File: config.mk
export PLATFORM = sky130hd
export DESIGN_NAME = jds_ram
export DESIGN_NICKNAME = d
export VERILOG_FILES = /design/src/sv/job_deadline_sequencer_top_defines.svh /design/src/sv/jds_ram.sv
export SDC_FILE = /design/constraint.sdc
export NUM_CORES = 2
export LEC_CHECK = 0
export ABC_AREA = 1
export BUFFER_PORTS_ARGS = -buffer_cell sky130_fd_sc_hd__buf_2
export CORE_ASPECT_RATIO = 1.1
export CORE_MARGIN = 1
export CORE_UTILIZATION = 26
export DETAILED_ROUTE_END_ITERATION = 12
export PLACE_DENSITY = 0.46
export SKIP_LAST_GASP = 1
export SYNTH_ARGS = -nofsm -noshare
export SYNTH_HDL_FRONTEND = slang
export SYNTH_SLANG_ARGS = --single-unit
File: constraint.sdc
create_clock -name clk -period 2 [get_ports clk]
set_clock_uncertainty 0.15 [all_clocks]
set_input_delay 0.2 -clock clk [delete_from_list [all_inputs] [get_ports clk]]
set_output_delay 0.2 -clock clk [all_outputs]
set_load 0.01 [all_outputs]
File: src/sv/job_deadline_sequencer_top_defines.svh
// Assertion macros used by the RTL of the job deadline sequencer.
`ifndef JOB_DEADLINE_SEQUENCER_TOP_DEFINES_SVH
`define JOB_DEADLINE_SEQUENCER_TOP_DEFINES_SVH
`ifndef SYNTHESIS
// Checked at every edge once reset has been released.
`define JDS_ASSERT(label, prop, msg) \
	label: assert property (@(posedge clk) disable iff (!arst_n) prop) else $error(msg);
// Checked at every edge, reset included.
`define JDS_ASSERT_ALWAYS(label, prop, msg) \
	label: assert property (@(posedge clk) prop) else $error(msg);
`else
`define JDS_ASSERT(label, prop, msg)
`define JDS_ASSERT_ALWAYS(label, prop, msg)
`endif
`endif

File: src/sv/jds_ram.sv
module jds_ram #(
	parameter int WIDTH = 8,
	parameter int DEPTH = 256
) (
	input  logic                     clk,
	input  logic                     we,
	input  logic [$clog2(DEPTH)-1:0] waddr,
	input  logic [WIDTH-1:0]         wdata,
	input  logic [$clog2(DEPTH)-1:0] raddr,
	output logic [WIDTH-1:0]         rdata
);
	logic [WIDTH-1:0] mem_q [DEPTH];

	always_ff @(posedge clk) begin
		if (we) begin
			mem_q[waddr] <= wdata;
		end
		rdata <= mem_q[raddr];
	end
endmodule

# Word level (Yosys, flattened, before mapping)
# Memories as Yosys holds them, arrays and structs flattened. A register that Yosys moved wholly into a read port is not among the register bits.
# Index checks and enable logic that the tools add are counted.
dict set report word_totals {
  register_bits 0
  latch_bits 0
  ramBits 2048
  rom_bits 0
  inputBits 26
  output_inout_bits 8
  mem_count 1
}
# name depth width read_ports rd_clocked_by_memory_dff write_ports line_no
set memory_table {}
lappend memory_table {mem_q 256 8 1 1 1 jds_ram.sv:12} ;# logic [WIDTH-1:0] mem_q [DEPTH];
dict set report classes {
  add_sub_neg 0
  n_mul 0
  div_mod_pow 0
  magnitude_cmp 0
  n_eq_ne 0
  n_shift 0
  mux 2
  bitwise_logic 0
  reduce_logical 0
}
# cell count
set ops {}
lappend ops {{$mux 1} 2}

# Longest topological paths before layout
dict set report depth {
  depth_word 2
  mapped_depth 15
  mapped_depth_nobuf 11
}

# Worst setup path after synthesis
# OpenSTA, ideal clock, no wires.
dict set report synth_timing {
  path_type {input to register}
  from {in we}
  to {mem mem_q[162][0] (enable)}
  setup_time_ns 0.370
  arrival_time_ns 1.321
  required_time_ns 1.480
  slack_ns 0.159
  stages 4
  path_buffers 2
  cell_sequence {clkbuf_1 nand3_1 clkbuf_1 nor2_1}
}
dict set report synth_between {
  elab_chain_len 2
}
# element line_no
set synth_lines {}
lappend synth_lines {{from (decl)} jds_ram.sv:6} ;# input logic we,
lappend synth_lines {{$mux 1} jds_ram.sv:15} ;# if (we) begin
lappend synth_lines {{$mux 1 (implied by the code)} jds_ram.sv:16} ;# mem_q[waddr] <= wdata;
lappend synth_lines {{to (decl)} jds_ram.sv:12}
# No other way between the ends.

==> impl_summary.md <==
STA
The final number of max-transition violations came to 0. The relative slew slack is 60.3%. The final clock period utilization by the worst path is 99.4%.

The final hold slack is 0.0625 ns. The post-layout minimum cycle time is 1.99 ns. Setup violations remaining at the end of the flow were counted as 0. At the pin with the least slew margin, the transition time is 0.595 ns.

The worst path setup slack after routing is 0.0121 ns. The number of hold violations in the final report is 0. Setup repair after global routing could not meet its margin everywhere. The achievable frequency is 503 MHz.

Finish
The count of nets after finishing is 7515. The post-route standard cell area excluding fillers is 101000 um^2. The ratio of cells with drive above 1 in the final layout is 13.9%. The synthesis-to-layout area growth is 20.8%.

In the layout the commonest cells are nand2_1 (2108), edfxtp_1 (2048), nand3_1 (1998). After filler insertion, the fill cell instance count of the layout stands at 31800. The most common cell after layout, fill and taps aside is nand2_1.

Setup path
The worst register-to-register path ends at rdata[4]. The startpoint identified for the worst register-to-register timing path is mem_q[161][4]. For the worst setup path, the data required time is 2.60 ns. The most critical setup path has its endpoint at rdata[4]. The beginning of the critical path is mem_q[161][4]. The depth of the worst register-to-register path is 11. The largest fanout of any net on the critical path is 1. The classification of the worst setup path is reg2reg. The flop-to-flop setup slack is 0.01 ns.

The startpoint class of the critical path is a register. The worst setup path is captured at a register. The critical path data arrival time is 2.59 ns.

GRT
The via count of the first global-routing pass is 55100. The initial antenna violation count is 15. After global routing the overflow that remains totals 0. The pin count of the biggest net entering global routing is 71. For met3 alone, demand over resource in global routing was 1.78%.

The met2 usage is 27.7%. The met1 demand-to-capacity share in global routing is 21.1%. The first global-routing pass estimated 388 mm of wire. The routing layer with the top usage in global route is met2. Global routing consumed, over all layers together, 16.2% of the routing resources.

Clock tree
The TritonCTS clock tree is yes. Clock latency on the worst-skew pair, taken at its later pin, is 0.88 ns. The number of H-tree levels is 4.

After clock tree synthesis, the clock-pin slew on the worst setup and hold paths is 0.06 ns. The maximum root-to-sink buffer count is 4. Clock tree synthesis found a total of 2056 sinks. In this run the clock root is driven by a clkbuf_16. The clock buffer count from CTS is 205.

Synthesis
By area, the combinational part of the netlist is dominated by simple AND/OR/NAND/NOR gates. After synthesis the cells add up to 83400 um^2. Summing the sequential cell areas from Yosys gives 73.9% of the chip area. Summing the areas of all compound-gate instances in the mapped netlist gives 0% of the synthesized area. Counting every net in the synthesized netlist gives 7029. In this run, distinct cell masters in the synthesized netlist total 14. The synthesized design contains 2056 register bits. Multiplexer cells account for 0% of the synthesized area. Yosys attributes the largest share of cell area to edfxtp_1 (74%), nand3_1 (12%), nand2_1 (9.6%), buf_2 (1.6%), nor2_1 (1.3%). The arithmetic-cell share of the synthesized area counting full adders, half adders and majority gates is 0%. Each instance of the synthesized netlist takes up on average 11.9 um^2. The area share of the leading cell type in the synthesized netlist is 73.7%. The total number of yosys warnings is 0.

Summing the areas of all xor and xnor instances in the mapped netlist gives 0% of the synthesized area. The cell count after synthesis is 7003. Summing the areas of all and, or, nand and nor instances in the mapped netlist gives 22.9% of the synthesized area.

The most area-hungry cell type in the Yosys netlist is edfxtp_1.

Status
The flow ran to the end, and the final reports show no timing, DRC or antenna violations.

Pwr
Across the VDD grid, the largest voltage drop is 0.000698 V. The leakage component of the power is 0.0354 uW. The power density over cell area is 907 nW/um^2.

Floorplanning
The area of the core region is 318000 um^2. The number of placement rows is 217. The top-level I/O count is 34. The width of the chip is 542 um. The initial core utilization is 26.2%. The floorplan step defined a die boundary enclosing 323000 um^2. The vertical die dimension is 596 um.

Run
The reported max-cap violation count is 0.

Placed design
Buffers placed on the I/O ports in this run total 33. At the end of routability-driven placement, the weighted congestion stood at 0.855. The HPWL reported at the end of detailed placement is 171 mm. The total cell area at the placement stage is 94200 um^2.

The setup slack after placement is -0.907 ns.

Detailed routing
The final layout contains routed wiring with a total length of 266 mm. For this run, the detailed router's first-pass iteration total came to 6. The post-detailed-route via-to-cell ratio is 4.66. Summing over every cut layer, the via total after detailed routing is 55500. Once detail routing completed, the nets flagged for antenna violations numbered 0. The average wire per standard cell is 22.3 um. The final routed DRC violation total is 0. After the first detailed-routing iteration, the DRC count stood at 4889.

Min path
The min-delay analysis places its worst path in the category in2reg. The worst hold path passes through 6 cells.
report_power, final:
group | switching, uW | internal, uW
Sequential | 74.3 | 47500
Combinational | 4600 | 2030
Clock | 16300 | 20900
Total | 21000 | 70400
cell usage after synthesis (all sizes together):
cell type and n:
nor2 283, clkbuf 112, inv 39, nand2 2123
nand3 2019, dfxtp 8, buf 371, edfxtp 2048
per-layer routing:
| layer | routed length (um) | share of wire (%) | up-vias |
|---|---|---|---|
| li1 | - | - | 25800 |
| met1 | 114000 | 43 | 27900 |
| met2 | 130000 | 49 | 1448 |
| met3 | 12000 | 4.5 | 387 |
| met4 | 9870 | 3.7 | 0 |
| met5 | 0 | 0 | - |
flip-flops by register name, summed over array words and instances (netlist names):
signal  flops
rdata       8
mem_q    2048
worst max-delay path: stages, from the launching register on:
cell,delay [ns]
edfxtp_1,0.37
nand2_1,0.08
nand3_1,0.10
nand3_1,0.16
nand3_1,0.16
nand3_1,0.18
nand3_1,0.11
nand3_1,0.09
buf_4,0.12
nand2_1,0.07
nand2_2,0.19
nand2_1,0.08
worst min-delay path by stage:
stage,startpoint,endpoint,slack (ns)
floorplan,wdata[0],mem_q[0][0],0.15
global placement,wdata[6],mem_q[124][6],0.42
detailed placement,wdata[6],mem_q[123][6],0.42
CTS,waddr[5],mem_q[67][5],0.02
global route,waddr[5],mem_q[67][5],0.09
finish,waddr[5],mem_q[67][5],0.06
stage by stage:
stage | total power [uW] | utilization (%) | TNS (ns) | instances
2_1_floorplan | 51400 | - | 0 | 7003
3_3_place_gp | 55100 | 29.6 | -7.01 | 11500
3_5_place_dp | 55100 | 29.6 | -6.45 | 11500
4_1_cts | 92300 | 31.6 | -0.119 | 11900
5_1_grt | 94100 | 31.6 | -0.0248 | 11900
6_report | 91400 | 31.6 | 0 | 11900
logic make-up (layout without fill, tap and decap cells):
logic type	after synthesis	in the layout
buf+inv	522	1163
flops	2056	2056
other cells	0	5
simple gates	4425	4425
area by class of cell:
type / count / area [um^2] / area share [%]
Timing Repair Buffer: 762 / 7970 / 7.91
Clock inverter: 101 / 767 / 0.761
Multi-Input combinational cell: 4425 / 19300 / 19.2
Inverter: 39 / 183 / 0.181
Antenna cell: 5 / 12.5 / 0.0124
Sequential cell: 2056 / 61700 / 61.2
Tap cell: 4270 / 5340 / 5.30
Clock buffer: 261 / 5520 / 5.47
what timing repair did:
action                                  in CTS  in global routing
endpoints found under the setup margin      10                  6
buffers inserted                             0                  0
hold buffers                                14                  0
endpoints found under the hold margin     2080                  0
resized for setup                           18                 18
Power figures use the tool's default switching activity.
